==> src/sv/sacp_pkg.sv <==
// sacp_pkg: shared types and constants for the serial adc channel poller
// used by sacp_csr, sacp_seq and serial_adc_channel_poller_top; depends on nothing

package sacp_pkg;

   localparam int LIST_DEPTH_DEFAULT = 8;
   localparam int SAMPLE_BITS        = 8;
   localparam int PERIOD_W           = 12;
   localparam int TICK_W             = 13;
   localparam int ORDER_W            = 16;
   localparam int LENGTH_W           = 4;
   localparam int CSR_ADDR_W         = 4;
   localparam int CSR_DATA_W         = 32;
   localparam int ORDER_ENTRIES      = ORDER_W / 2;

   // register index codes, byte address is 4 * index
   typedef enum logic [1:0] {
      REG_ENABLE  = 2'd0,
      REG_PERIOD  = 2'd1,
      REG_ORDER   = 2'd2,
      REG_LENGTH  = 2'd3
   } reg_index_type;

   typedef enum logic [2:0] {
      PH_IDLE   = 3'd0,
      PH_DRIVE  = 3'd1,
      PH_WAIT   = 3'd2,
      PH_SAMPLE = 3'd3,
      PH_DONE   = 3'd4
   } phase_type;

   typedef struct packed {
      logic                enable;
      logic [PERIOD_W-1:0] period_ticks;
      logic [ORDER_W-1:0]  channel_order;
      logic [LENGTH_W-1:0] list_length;
   } cfg_type;

   typedef struct packed {
      logic                   chip_select_n;
      logic                   drive_enable;
      logic                   data_level;
      logic                   sample_done;
      logic [1:0]             sample_channel;
      logic [SAMPLE_BITS-1:0] sample_value;
   } result_type;

endpackage

==> src/sv/sacp_csr.sv <==
// sacp_csr: apb-style configuration registers with readback
// depends on sacp_pkg

module sacp_csr (
   input  logic                               clock,
   input  logic                               reset,
   input  logic                               csr_psel,
   input  logic                               csr_penable,
   input  logic                               csr_pwrite,
   input  logic [sacp_pkg::CSR_ADDR_W-1:0]    csr_paddr,
   input  logic [sacp_pkg::CSR_DATA_W-1:0]    csr_pwdata,
   output logic [sacp_pkg::CSR_DATA_W-1:0]    csr_prdata,
   output logic                               csr_pready,
   output sacp_pkg::cfg_type                  cfg
);

   sacp_pkg::cfg_type       cfg_ff, cfg_in;
   sacp_pkg::reg_index_type index;
   logic                    write_en;

   assign csr_pready = 1'b1;
   assign index      = sacp_pkg::reg_index_type'(csr_paddr[3:2]);
   assign write_en   = csr_psel & csr_penable & csr_pwrite & csr_pready;

   always_comb begin
      cfg_in = cfg_ff;
      if (write_en) begin
         unique case (index)
            sacp_pkg::REG_ENABLE: cfg_in.enable        = csr_pwdata[0];
            sacp_pkg::REG_PERIOD: cfg_in.period_ticks  = csr_pwdata[sacp_pkg::PERIOD_W-1:0];
            sacp_pkg::REG_ORDER:  cfg_in.channel_order = csr_pwdata[sacp_pkg::ORDER_W-1:0];
            sacp_pkg::REG_LENGTH: cfg_in.list_length   = csr_pwdata[sacp_pkg::LENGTH_W-1:0];
            default:              cfg_in = cfg_ff;
         endcase
      end
   end

   always_comb begin
      unique case (index)
         sacp_pkg::REG_ENABLE: csr_prdata = sacp_pkg::CSR_DATA_W'(cfg_ff.enable);
         sacp_pkg::REG_PERIOD: csr_prdata = sacp_pkg::CSR_DATA_W'(cfg_ff.period_ticks);
         sacp_pkg::REG_ORDER:  csr_prdata = sacp_pkg::CSR_DATA_W'(cfg_ff.channel_order);
         sacp_pkg::REG_LENGTH: csr_prdata = sacp_pkg::CSR_DATA_W'(cfg_ff.list_length);
         default:              csr_prdata = '0;
      endcase
   end

   always_ff @(posedge clock) begin
      if (reset) begin
         cfg_ff.enable        <= 1'b0;
         cfg_ff.period_ticks  <= sacp_pkg::PERIOD_W'(1);
         cfg_ff.channel_order <= '0;
         cfg_ff.list_length   <= sacp_pkg::LENGTH_W'(1);
      end else begin
         cfg_ff <= cfg_in;
      end
   end

   assign cfg = cfg_ff;

endmodule

==> src/sv/sacp_seq.sv <==
// sacp_seq: conversion sequencer, advances one tick per accepted item
// depends on sacp_pkg; result is combinational from state and config

module sacp_seq #(
   parameter int LIST_DEPTH = sacp_pkg::LIST_DEPTH_DEFAULT
) (
   input  logic                  clock,
   input  logic                  reset,
   input  logic                  step,
   input  logic                  data_in,
   input  sacp_pkg::cfg_type     cfg,
   output sacp_pkg::result_type  result
);

   localparam int PosW     = (LIST_DEPTH > 1) ? $clog2(LIST_DEPTH) : 1;
   localparam int LenW     = 5;
   localparam int Span     = (LIST_DEPTH > sacp_pkg::ORDER_ENTRIES) ?
                             LIST_DEPTH : sacp_pkg::ORDER_ENTRIES;
   localparam int BitW     = 3;
   localparam logic [LenW-1:0] DepthLen = LenW'(LIST_DEPTH);
   localparam logic [BitW-1:0] LastBit  = BitW'(sacp_pkg::SAMPLE_BITS - 1);
   localparam logic [BitW-1:0] LastMux  = BitW'(3);

   sacp_pkg::phase_type              phase_ff, phase_in, eff_phase;
   logic [sacp_pkg::TICK_W-1:0]      tick_ff, tick_in, eff_tick, tick_inc;
   logic [BitW-1:0]                  bit_ff, bit_in, eff_bit;
   logic [sacp_pkg::SAMPLE_BITS-1:0] shift_ff, shift_in, eff_shift;
   logic [PosW-1:0]                  pos_ff, pos_in;

   logic [sacp_pkg::TICK_W-1:0]      period, wait_len, drive_len;
   logic [LenW-1:0]                  len_eff;
   logic [2*Span-1:0]                order_ext;
   logic [1:0]                       channel;
   logic                             starting;

   // zero period acts as one
   assign period    = (cfg.period_ticks == '0) ? sacp_pkg::TICK_W'(1) :
                      sacp_pkg::TICK_W'(cfg.period_ticks);
   assign wait_len  = period + (period >> 1);
   assign drive_len = (eff_bit >= LastMux) ? sacp_pkg::TICK_W'(1) : period;

   always_comb begin
      if (cfg.list_length == '0) begin
         len_eff = LenW'(1);
      end else if (LenW'(cfg.list_length) > DepthLen) begin
         len_eff = DepthLen;
      end else begin
         len_eff = LenW'(cfg.list_length);
      end
   end

   // entries past the register read as channel zero
   assign order_ext = (2*Span)'(cfg.channel_order);
   assign channel   = order_ext[{pos_ff, 1'b0} +: 2];

   // an idle sequencer starts a conversion on the tick it is enabled
   assign starting  = (phase_ff == sacp_pkg::PH_IDLE);
   assign eff_phase = starting ? sacp_pkg::PH_DRIVE : phase_ff;
   assign eff_tick  = starting ? '0 : tick_ff;
   assign eff_bit   = starting ? '0 : bit_ff;
   assign eff_shift = starting ? '0 : shift_ff;
   assign tick_inc  = eff_tick + sacp_pkg::TICK_W'(1);

   // next state
   always_comb begin
      phase_in = eff_phase;
      tick_in  = tick_inc;
      bit_in   = eff_bit;
      shift_in = eff_shift;
      pos_in   = pos_ff;
      if (!cfg.enable) begin
         phase_in = sacp_pkg::PH_IDLE;
         tick_in  = '0;
         bit_in   = '0;
         shift_in = shift_ff;
      end else begin
         unique case (eff_phase)
            sacp_pkg::PH_DRIVE: begin
               if (tick_inc >= drive_len) begin
                  tick_in = '0;
                  if (eff_bit >= LastMux) begin
                     bit_in   = '0;
                     phase_in = sacp_pkg::PH_WAIT;
                  end else begin
                     bit_in = eff_bit + BitW'(1);
                  end
               end
            end
            sacp_pkg::PH_WAIT: begin
               if (tick_inc >= wait_len) begin
                  tick_in  = '0;
                  bit_in   = '0;
                  phase_in = sacp_pkg::PH_SAMPLE;
               end
            end
            sacp_pkg::PH_SAMPLE: begin
               if (eff_tick == '0) begin
                  shift_in = {eff_shift[sacp_pkg::SAMPLE_BITS-2:0], data_in};
               end
               if (tick_inc >= period) begin
                  tick_in = '0;
                  if (eff_bit >= LastBit) begin
                     bit_in   = '0;
                     phase_in = sacp_pkg::PH_DONE;
                  end else begin
                     bit_in = eff_bit + BitW'(1);
                  end
               end
            end
            sacp_pkg::PH_DONE: begin
               phase_in = sacp_pkg::PH_DRIVE;
               tick_in  = '0;
               bit_in   = '0;
               shift_in = '0;
               if (LenW'(pos_ff) + LenW'(1) >= len_eff) begin
                  pos_in = '0;
               end else begin
                  pos_in = pos_ff + PosW'(1);
               end
            end
            default: begin
               phase_in = sacp_pkg::PH_IDLE;
               tick_in  = '0;
               bit_in   = '0;
            end
         endcase
      end
   end

   // outputs
   always_comb begin
      result = '0;
      result.chip_select_n = 1'b1;
      if (cfg.enable) begin
         unique case (eff_phase)
            sacp_pkg::PH_DRIVE: begin
               result.chip_select_n = 1'b0;
               result.drive_enable  = 1'b1;
               if (eff_bit < BitW'(2)) begin
                  result.data_level = 1'b1;
               end else if (eff_bit == BitW'(2)) begin
                  result.data_level = channel[0];
               end else begin
                  result.data_level = channel[1];
               end
            end
            sacp_pkg::PH_WAIT,
            sacp_pkg::PH_SAMPLE: begin
               result.chip_select_n = 1'b0;
            end
            sacp_pkg::PH_DONE: begin
               result.sample_done    = 1'b1;
               result.sample_channel = channel;
               result.sample_value   = eff_shift;
            end
            default: begin
               result.chip_select_n = 1'b1;
            end
         endcase
      end
   end

   always_ff @(posedge clock) begin
      if (reset) begin
         phase_ff <= sacp_pkg::PH_IDLE;
         tick_ff  <= '0;
         bit_ff   <= '0;
         shift_ff <= '0;
         pos_ff   <= '0;
      end else if (step) begin
         phase_ff <= phase_in;
         tick_ff  <= tick_in;
         bit_ff   <= bit_in;
         shift_ff <= shift_in;
         pos_ff   <= pos_in;
      end
   end

endmodule

==> src/sv/serial_adc_channel_poller_top.sv <==
// serial_adc_channel_poller_top: top level, registers, sequencer and result register
// depends on sacp_pkg, sacp_csr and sacp_seq
//
//   channel  direction  handshake                 payload
//   req      in         req_valid / req_ready     req_data_in
//   rsp      out        rsp_valid / rsp_ready     rsp_chip_select_n .. rsp_sample_value
//   csr      in         apb psel/penable/pready   csr_paddr, csr_pwdata, csr_prdata
//
// one item per cycle while the rsp side drains: each accepted tick steps the sequencer
// once and its result lands in the result register on the same edge, so the result
// appears in the cycle after acceptance. req_ready stays high while the result register
// is empty or being drained, so a stalled rsp side holds exactly one item. synchronous
// reset clears the sequencer and result valid, sets register defaults, holds req_ready low.

module serial_adc_channel_poller_top #(
   parameter int LIST_DEPTH = sacp_pkg::LIST_DEPTH_DEFAULT
) (
   input  logic                                clock,
   input  logic                                reset,
   input  logic                                req_valid,
   output logic                                req_ready,
   input  logic                                req_data_in,
   output logic                                rsp_valid,
   input  logic                                rsp_ready,
   output logic                                rsp_chip_select_n,
   output logic                                rsp_drive_enable,
   output logic                                rsp_data_level,
   output logic                                rsp_sample_done,
   output logic [1:0]                          rsp_sample_channel,
   output logic [sacp_pkg::SAMPLE_BITS-1:0]    rsp_sample_value,
   input  logic                                csr_psel,
   input  logic                                csr_penable,
   input  logic                                csr_pwrite,
   input  logic [sacp_pkg::CSR_ADDR_W-1:0]     csr_paddr,
   input  logic [sacp_pkg::CSR_DATA_W-1:0]     csr_pwdata,
   output logic [sacp_pkg::CSR_DATA_W-1:0]     csr_prdata,
   output logic                                csr_pready
);

   sacp_pkg::cfg_type    cfg;
   sacp_pkg::result_type result, result_ff;
   logic                 accept;
   logic                 rsp_valid_ff, rsp_valid_in;

   sacp_csr u_csr (
      .clock       (clock),
      .reset       (reset),
      .csr_psel    (csr_psel),
      .csr_penable (csr_penable),
      .csr_pwrite  (csr_pwrite),
      .csr_paddr   (csr_paddr),
      .csr_pwdata  (csr_pwdata),
      .csr_prdata  (csr_prdata),
      .csr_pready  (csr_pready),
      .cfg         (cfg)
   );

   sacp_seq #(
      .LIST_DEPTH (LIST_DEPTH)
   ) u_seq (
      .clock   (clock),
      .reset   (reset),
      .step    (accept),
      .data_in (req_data_in),
      .cfg     (cfg),
      .result  (result)
   );

   assign req_ready    = ~reset & (~rsp_valid_ff | rsp_ready);
   assign accept       = req_valid & req_ready;
   assign rsp_valid_in = accept | (rsp_valid_ff & ~rsp_ready);

   always_ff @(posedge clock) begin
      if (reset) begin
         rsp_valid_ff <= 1'b0;
      end else begin
         rsp_valid_ff <= rsp_valid_in;
      end
   end

   always_ff @(posedge clock) begin
      if (accept) begin
         result_ff <= result;
      end
   end

   assign rsp_valid          = rsp_valid_ff;
   assign rsp_chip_select_n  = result_ff.chip_select_n;
   assign rsp_drive_enable   = result_ff.drive_enable;
   assign rsp_data_level     = result_ff.data_level;
   assign rsp_sample_done    = result_ff.sample_done;
   assign rsp_sample_channel = result_ff.sample_channel;
   assign rsp_sample_value   = result_ff.sample_value;

endmodule
==> config.mk <==
export PLATFORM = sky130hd
export DESIGN_NAME = serial_adc_channel_poller_top
export DESIGN_NICKNAME = d
export VERILOG_FILES = /design/src/sv/sacp_pkg.sv /design/src/sv/sacp_csr.sv /design/src/sv/sacp_seq.sv /design/src/sv/serial_adc_channel_poller_top.sv
export SDC_FILE = /design/constraint.sdc
export NUM_CORES = 1
export LEC_CHECK = 0
export BUFFER_PORTS_ARGS = -buffer_cell sky130_fd_sc_hd__buf_2
export CORE_ASPECT_RATIO = 1.4
export CORE_MARGIN = 4
export CORE_UTILIZATION = 57
export CTS_CLUSTER_SIZE = 40
export DETAILED_ROUTE_END_ITERATION = 10
export PLACE_DENSITY = 0.87
export SYNTH_ARGS = -nofsm -noshare
export SYNTH_HDL_FRONTEND = slang
export SYNTH_SLANG_ARGS = --single-unit
==> constraint.sdc <==
create_clock -name clock -period 5.96 [get_ports clock]
set_clock_uncertainty 0.2 [all_clocks]
set_input_delay 1.192 -clock clock [delete_from_list [all_inputs] [get_ports clock]]
set_output_delay 1.192 -clock clock [all_outputs]
set_load 0.01 [all_outputs]
### Yosys cells after proc, flatten, opt, wreduce, memory -nomap -nowiden

Cells that the tools add are included.

* bits in registers: 78
* input bits: 44
* output and inout port bits: 49
* word-level logic and storage cells: 98

* add/subtract/negate cells: 5
* $lt $le $gt $ge: 8
* equality and inequality tests: 8
* shifts and indexed selects: 1
* muxes and demuxes: 36
* bitwise gates (word level): 10
* reduce and logical (&&, ||, !) cells: 14

Operator list (count)
* $pmux 32 s4: 1
* $mux 13: 6
* $mux 3: 15
* $ge 13x13->1: 3
* $pmux 13 s3: 1
* $mux 8: 2
* $pmux 8 s2: 1
* $shiftx 16x5->2: 1
* $reduce_and 2->1: 7
* $add 13x1->13 const B: 1
* $add 13x12->13: 1
* $logic_not 13->1: 1
* $logic_not 12->1: 1
* $mux 12: 1
* $pmux 3 s4: 1
* $mux 11: 1
* $eq 3x2->1 const B: 3
* $pmux 3 s3: 1
* $mux 4: 2
* $add 3x1->3 const B: 2
* $and 1x1->1: 5
* $ge 5x5->1: 1
* $add 3x1->4 const B: 1
* $eq 2x2->1 const B: 2
* other kinds (16): 21

### Logic depth before layout (Yosys ltp)

Gate-level depths: netlist (run 1).

* word-level depth: 8
* gate-level depth with buffers: 24
* mapped depth without buffers: 22

### By module

Synthesis (run 1) repeated with hierarchy kept, for this count alone.

* cell total of the unflattened synthesis: 666
* area, all modules: 5885.6 um^2

Modules (own cells, without submodules)
* sacp_seq: times used 1, cells an instance 471, area each 3663.5 um^2, seq. area each 600.6 um^2
* sacp_csr: times used 1, cells an instance 176, area each 1741.7 um^2, seq. area each 660.6 um^2
* serial_adc_channel_poller_top: times used 1, cells an instance 19, area each 480.5 um^2, seq. area each 440.4 um^2

### Least setup slack after synthesis (run 1)

No wires, ideal clock.

* path type: register to register
* start: register u_csr.cfg_ff, in the netlist u_csr.cfg[31]
* end: register u_seq.tick_ff[6] in the netlist's numbering
* setup time: 84 ps
* arrival: 4310 ps
* required time: 5676 ps
* slack: 1366 ps
* stages on the path, launching flop included: 24
* buffers on the path: 2
* period minus slack after synthesis: 4594 ps
* path through: dfxtp_1 inv_1 ha_1 and4_1 nand3_1 clkbuf_1 nand2_1 fa_1 nor2b_1 o21ai_1 a21boi_1 o21ai_1 a21oi_1 a2111oi_0 or3_1 ha_1 o21a_1 o21ai_1 nor2_1 a21oi_1 nor2b_1 a22oi_1 buf_6 o31ai_2

* cells in the longest elaborated chain, start to end: 7
* elaborated cells on any way between the ends: 12
* classes of those cells: 1 x add/sub; 3 x order compare; 7 x mux; 1 x reduce/logical

Ends and longest elaborated chain
* from (decl): RTL line sacp_csr.sv:17 `sacp_pkg::cfg_type cfg_ff, cfg_in;`
* from (signal assigned): RTL line sacp_csr.sv:55 `cfg_ff <= cfg_in;`
* $logic_not 12->1: RTL line sacp_seq.sv:37 `assign period = (cfg.period_ticks == '0) ? sacp_pkg::TICK_W'(1) :`
* $mux 12 *: RTL line sacp_seq.sv:37
* $add 13x12->13 or $mux 13 (tied branches): RTL line sacp_seq.sv:39, sacp_seq.sv:40
* $ge 13x13->1 (on tied branches): RTL line sacp_seq.sv:90, sacp_seq.sv:79
* $mux 13 (on tied branches): RTL line sacp_seq.sv:90, sacp_seq.sv:79
* $pmux 13 s3 *: RTL line sacp_seq.sv:77 `unique case (eff_phase)`
* $mux 13 *: RTL line sacp_seq.sv:71 `if (!cfg.enable) begin`
* to (signal assigned): RTL line sacp_seq.sv:172 `tick_ff <= tick_in;`
* to (decl): RTL line sacp_seq.sv:25 `logic [sacp_pkg::TICK_W-1:0] tick_ff, tick_in, eff_tick, tick_inc;`

Every way passes the cells marked *; elsewhere a longest branch is shown, timed or not.
A chain may end at the register's enable or synchronous reset.

### Worst setup path in the final report (run 1)

* start: register u_csr.cfg_ff, in the netlist u_csr.cfg[31]
* end: register u_seq.tick_ff[2] in the netlist's numbering

Same word-level chain as after synthesis.

==> results of run 1 <==
-- where the power goes --
part | total [mW] | internal [mW] | switching, mW | leakage (nW)
sequential | 0.550 | 0.544 | 0.00618 | 0.639
combinational | 0.0860 | 0.0310 | 0.0551 | 1.79
clock | 0.575 | 0.330 | 0.245 | 0.148
-- cell type report --
class,instances,area [sq um]
clock buffer,9,225
clock inverter,7,80.1
fill,746,3360
inverter,38,143
multi-input combinational,522,3520
sequential,78,1700
tap,132,165
timing repair buffer,62,323
-- kinds of logic (layout without fill, tap and decap cells) --
| logic type | Yosys count | count (layout) | synth area share, % |
|---|---|---|---|
| AND/OR/NAND/NOR | 266 | 266 | 23.0 |
| AO/OA/AOI/OAI | 140 | 140 | 17.3 |
| buffers and inverters | 84 | 116 | 7.18 |
| flip-flops | 78 | 78 | 30.6 |
| adder cells (fa/ha/maj) | 65 | 65 | 14.8 |
| XOR/XNOR | 20 | 20 | 3.15 |
| multiplexers | 14 | 14 | 3.89 |
| other | 2 | 17 | 0.135 |
-- critical path, stage by stage, from the launching register on --
cell	delay, ns
dfxtp_1	0.47
inv_1	0.08
ha_1	0.19
and4_1	0.23
nand3_1	0.10
buf_4	0.20
nand2_1	0.14
fa_1	0.46
nor2b_1	0.14
o21ai_1	0.08
a21boi_1	0.15
o21ai_1	0.10
a21oi_1	0.32
a2111oi_0	0.15
or3_1	0.39
ha_1	0.31
o21a_1	0.11
o21ai_1	0.06
nor2_1	0.11
a21oi_1	0.12
nor2b_1	0.21
a22oi_1	0.96
o21ai_1	0.11
-- sequential cells by signal, indices dropped and copies added, names as in the netlist --
signal              flops
u_csr.cfg              33
u_seq.tick_ff          13
rsp_sample_value        8
u_seq.shift_ff          8
u_seq.bit_ff            3
u_seq.phase_ff          3
u_seq.pos_ff            3
rsp_sample_channel      2
rsp_chip_select_n       1
rsp_data_level          1
rsp_drive_enable        1
rsp_sample_done         1
rsp_valid               1
-- final timing paths --
path                       to  slack, ns  cells after the start
max          u_seq.tick_ff[2]       0.41                     22
min             u_csr.cfg[17]       0.27                      2
max reg2reg  u_seq.tick_ff[2]       0.41                     22
min reg2reg     u_csr.cfg[17]       0.27                      2
-- per-layer routing --
| layer | up-vias | GRT usage [%] | wire length (um) |
|---|---|---|---|
| met1 | 2316 | 26.4 | 5120 |
| met5 | - | 0 | 0 |
| met2 | 194 | 44.5 | 7300 |
| met4 | 0 | 10.5 | 425 |
| li1 | 2401 | - | - |
| met3 | 39 | 4.11 | 752 |
-- through the flow --
step                total power, mW  setup WS [ns]
floorplan                     0.623           1.37
global placement              0.643          0.638
detailed placement            0.646          0.535
CTS                            1.21          0.472
global route                   1.25         0.0509
finish                         1.21          0.410
-- placed cells by master (no fill, tap or decap), drive strengths merged, types with 4 or more instances in the layout --
cell / netlist / routed
a211oi: 9 / 9
conb: 2 / 17
a21oi: 45 / 45
nand3: 14 / 14
o21a: 4 / 4
o21ai: 20 / 20
edfxtp: 14 / 14
nand2: 128 / 128
inv: 38 / 41
nor2b: 11 / 11
nor2: 41 / 41
ha: 64 / 64
a21o: 6 / 6
nor3: 11 / 11
buf: 22 / 62
and4: 7 / 7
a22oi: 10 / 10
nand4: 5 / 5
and2: 19 / 19
a22o: 11 / 11
mux4: 5 / 5
nor4: 5 / 5
nand2b: 9 / 9
xor2: 12 / 12
and3: 6 / 6
clkbuf: 24 / 9
xnor2: 8 / 8
o31ai: 10 / 10
mux2i: 8 / 8
dfxtp: 64 / 64
==> impl_metrics.py, run 1 <==
metrics = {
    "drt": {
        "drc_errors": 0,
        "vias_per_cell": 5.84,
        "drt_iter0_drc": 349,
        "wl_per_cell_um": 16.0,
        "dr.pass1.iters": 5,
        "num_vias": 4950,
        "drt-total-wl_um": 13600,
        "antenna_left": 0,
    },
    "global_routing": {
        "grt_pass1_vias": 4879,
        "grt_pass1_wl_um": 22600,
        "track_usage_pct": 24.1,
        "gr-total-overflow": 0,
        "antenna_found_initial": 0,
        "grt_max_degree": 51,
    },
    "setup_path": {
        "path_class": "flop to flop",
        "crit_fanout": 14,
        "timing.rr.start": "u_csr.cfg[31]",
        "worst_ep_arrival_time_ns": 5.54,
        "worstSetupStartpoint": "u_csr.cfg[31]",
        "worstSetupStartpointType": "flop",
        "critical_path_required_ns": 5.95,
        "cp-end-kind": "flop",
    },
    "cts": {
        "cts_buffer_depth": 2,
        "cts_resized": 0,
        "cts_tree": "built",
        "worst_skew_pair.late_latency_ns": 0.35,
        "htreeDepth": 3,
        "cts-root-buf": "clkbuf_16",
        "cts_hold_buf": 0,
        "clock_sinks": 78,
        "post_cts_buffers": 0,
        "cts.clk_slew.worst_paths_ns": 0.06,
        "cts_buffers": 9,
    },
    "floorplanning": {
        "die_h_um": 125,
        "core_area_sq_um": 9510,
        "num_rows": 42,
        "die_w_um": 91.5,
        "ioPinCount": 93,
        "dieArea_sq_um": 11400,
        "start_util_pct": 58.5,
    },
    "power": {
        "cellPowerDensity_nw_per_um2": 197,
        "p_leak_nw": 2.58,
        "ir_drop_v": 0.000188,
    },
    "cells_and_area": {
        "drive_above_1_share_pct": 14.7,
        "final_area_sq_um": 6150,
        "utilization_pct": 64.7,
        "nets": 820,
        "n_antenna_cell": 0,
        "syn2layout_area_growth_pct": 10.7,
        "final_cells": 848,
    },
    "sta": {
        "fin_crit_ns": 5.55,
        "hold_ws_ns": 0.274,
        "slew_viol_final": 0,
        "setup_viol": 0,
        "worst_pin_slew_ns": 1.27,
        "period_share_pct": 93.1,
        "rsz0062_at_grt": "false",
        "hold_violations": 0,
        "slew_headroom_pct": 15.6,
        "tns_ns": 0,
        "max_freq_mhz": 180,
    },
    "logic_synthesis": {
        "avgSynthCellArea_sq_um": 8.31,
        "async_reset_ff_share_pct": 0,
        "synth_edf_count": 14,
        "ys_warn_count": 0,
        "synth-main-ff-cell": "dfxtp_1",
        "synthTopCellsByArea": "dfxtp_1, ha_1, nand2_1",
        "synth_common_cells": "nand2_1, dfxtp_1, ha_1",
        "synthDistinctLibCells": 68,
        "netlist_instances": 669,
        "ys_ff_latch": 78,
        "syn_area_sq_um": 5560,
        "post-synth-top-count-cell": "nand2_1",
        "synth_sequential_area_ratio_pct": 30.6,
        "synth_top_area_cell": "dfxtp_1",
        "synth_top_area_share_pct": 23.0,
    },
    "placement": {
        "portBuffers": 57,
        "routabilityCongestion": 0.933,
        "dpl_cell_area_sq_um": 5850,
        "dp_hpwl_um": 10200,
        "dp_cells": 832,
    },
    "status": {
        "status": "finished clean",
    },
    "hold_path": {
        "hold_start": "u_csr.cfg[17]",
        "hp-class": "flop to flop",
    },
    "job": {
        "drv_cap": 0,
    },
}
Power figures use the tool's default switching activity.
==> run 2: changes to the inputs <==
PLACE_DENSITY = 0.89   (was 0.87)
clock period = 6.27 ns   (was 5.96 ns; I/O delays follow)
==> impl_metrics.py, run 2 (synthesis gave the netlist of run 1 again) <==
metrics = {
    "status": {
        "status": "finished clean",
    },
    "drt": {
        "dr.pass1.iters": 5,
        "drc_errors": 0,
        "drt-total-wl_um": 13000,
        "vias_per_cell": 5.76,
        "drt_iter0_drc": 321,
        "num_vias": 4872,
        "antenna_left": 0,
        "wl_per_cell_um": 15.4,
    },
    "cts": {
        "cts.clk_slew.worst_paths_ns": 0.06,
        "post_cts_buffers": 0,
        "cts_buffers": 9,
        "cts-root-buf": "clkbuf_16",
        "cts_resized": 0,
        "worst_skew_pair.late_latency_ns": 0.35,
        "cts_buffer_depth": 2,
        "htreeDepth": 3,
        "cts_hold_buf": 0,
        "clock_sinks": 78,
        "cts_tree": "built",
    },
    "hold_path": {
        "holdPathStages": 2,
        "whs_endpoint": "u_csr.cfg[16]",
        "hold_start": "u_csr.cfg[16]",
        "hp-class": "flop to flop",
    },
    "setup_path": {
        "worstSetupStartpointType": "flop",
        "worst_ep_arrival_time_ns": 5.47,
        "path_class": "flop to flop",
        "crit_fanout": 14,
        "worstSetupStartpoint": "u_csr.cfg[31]",
        "cp-end-kind": "flop",
        "r2r_cells": 22,
        "timing.rr.end": "u_seq.tick_ff[8]",
        "rrSetupSlack_ns": 0.85,
        "timing.rr.start": "u_csr.cfg[31]",
        "critical_path_required_ns": 6.32,
    },
    "global_routing": {
        "gr-total-overflow": 0,
        "antenna_found_initial": 0,
        "grt_pass1_wl_um": 22000,
        "grt_max_degree": 51,
        "grt_pass1_vias": 4730,
        "track_usage_pct": 23.2,
    },
    "sta": {
        "fin_crit_ns": 5.42,
        "slew_viol_final": 0,
        "worst_pin_slew_ns": 1.07,
        "rsz0062_at_grt": "false",
        "max_freq_mhz": 185,
        "period_share_pct": 86.4,
        "tns_ns": 0,
        "slew_headroom_pct": 28.7,
        "setup_viol": 0,
        "hold_violations": 0,
    },
    "cells_and_area": {
        "syn2layout_area_growth_pct": 10.7,
        "drive_above_1_share_pct": 14.3,
        "multi_input_area_sq_um": 3520,
        "final_cells": 846,
        "nFillCells": 728,
        "final_common_cell": "nand2_1",
        "nets": 818,
        "n_antenna_cell": 0,
        "most-common-layout-cells": "nand2_1, ha_1, dfxtp_1",
        "largest_register_ffs": 33,
        "seq_area_sq_um": 1700,
    },
    "floorplanning": {
        "start_util_pct": 58.5,
        "dieArea_sq_um": 11400,
        "num_rows": 42,
        "die_h_um": 125,
        "die_w_um": 91.5,
        "core_area_sq_um": 9510,
        "ioPinCount": 93,
    },
    "job": {
        "drv_cap": 0,
    },
    "placement": {
        "dp_hpwl_um": 9790,
        "dp_cells": 830,
        "portBuffers": 57,
        "routabilityCongestion": 0.887,
    },
    "power": {
        "p_leak_nw": 2.58,
        "cellPowerDensity_nw_per_um2": 190,
        "report.power.total_mw": 1.17,
        "ir_drop_v": 0.000190,
    },
}
## run 2: cell count changes in the layout (fill, tap and decap cells not counted)
| cell | change |
|---|---|
| clkbuf_1 | +1 |
| buf_4 | -2 |
| clkinv_2 | -1 |
| inv_8 | -1 |
| bufinv_16 | +1 |
## run 2: area by class of cell
type / count / share of cell area (%)
Tap cell: 132 / 2.68
Clock inverter: 6 / 1.52
Clock buffer: 10 / 3.72
Timing Repair Buffer: 60 / 5.00
Inverter: 38 / 2.32
Multi-Input combinational cell: 522 / 57.1
Sequential cell: 78 / 27.6
## run 2: worst max-delay path: stages, from the launching register on
cell and delay [ns]:
dfxtp_1 0.47, inv_1 0.07, ha_1 0.18, and4_1 0.22, nand3_1 0.42, nand2_1 0.21, fa_1 0.46, nor2b_1 0.13
o21ai_1 0.08, a21boi_1 0.15, o21ai_1 0.10, a21oi_1 0.32, a2111oi_0 0.17, or3_1 0.40, ha_1 0.31, o21a_1 0.11
o21ai_1 0.15, nor2_1 0.07, a21oi_1 0.22, nor2b_1 0.32, a22oi_1 0.11, buf_4 0.22, o31ai_1 0.21
## run 2: worst max-delay path by stage
stage / to / depth (start not counted)
floorplan: u_seq.tick_ff[6] / 23
global placement: u_seq.tick_ff[8] / 22
detailed placement: u_seq.tick_ff[8] / 22
CTS: u_seq.tick_ff[8] / 22
global route: u_seq.tick_ff[8] / 22
finish: u_seq.tick_ff[8] / 22
## run 2: routing by layer
metal	routed length [um]	global-route usage [%]	vias up
li1	-	-	2403
met4	381	9.77	0
met1	5140	26.5	2246
met5	0	0	-
met3	790	4.35	36
met2	6700	41.6	187
## run 2: metrics by stage
stage	instance area, sq um	setup WS (ns)	utilization [%]	hold WS [ns]
6_report	6160	0.853	64.7	0.273
4_1_cts	6160	0.858	64.7	0.269
3_5_place_dp	5830	0.860	61.3	0.261
2_1_floorplan	5620	1.68	-	0.242
3_3_place_gp	5830	1.06	61.3	0.255
5_1_grt	6160	0.515	64.7	0.287
## run 2: where the power goes
group / total (mW) / leakage (nW) / switching, mW / internal (mW)
clock: 0.569 / 0.154 / 0.217 / 0.352
combinational: 0.0797 / 1.78 / 0.0509 / 0.0288
sequential: 0.523 / 0.639 / 0.00550 / 0.517
total: 1.17 / 2.58 / 0.273 / 0.898
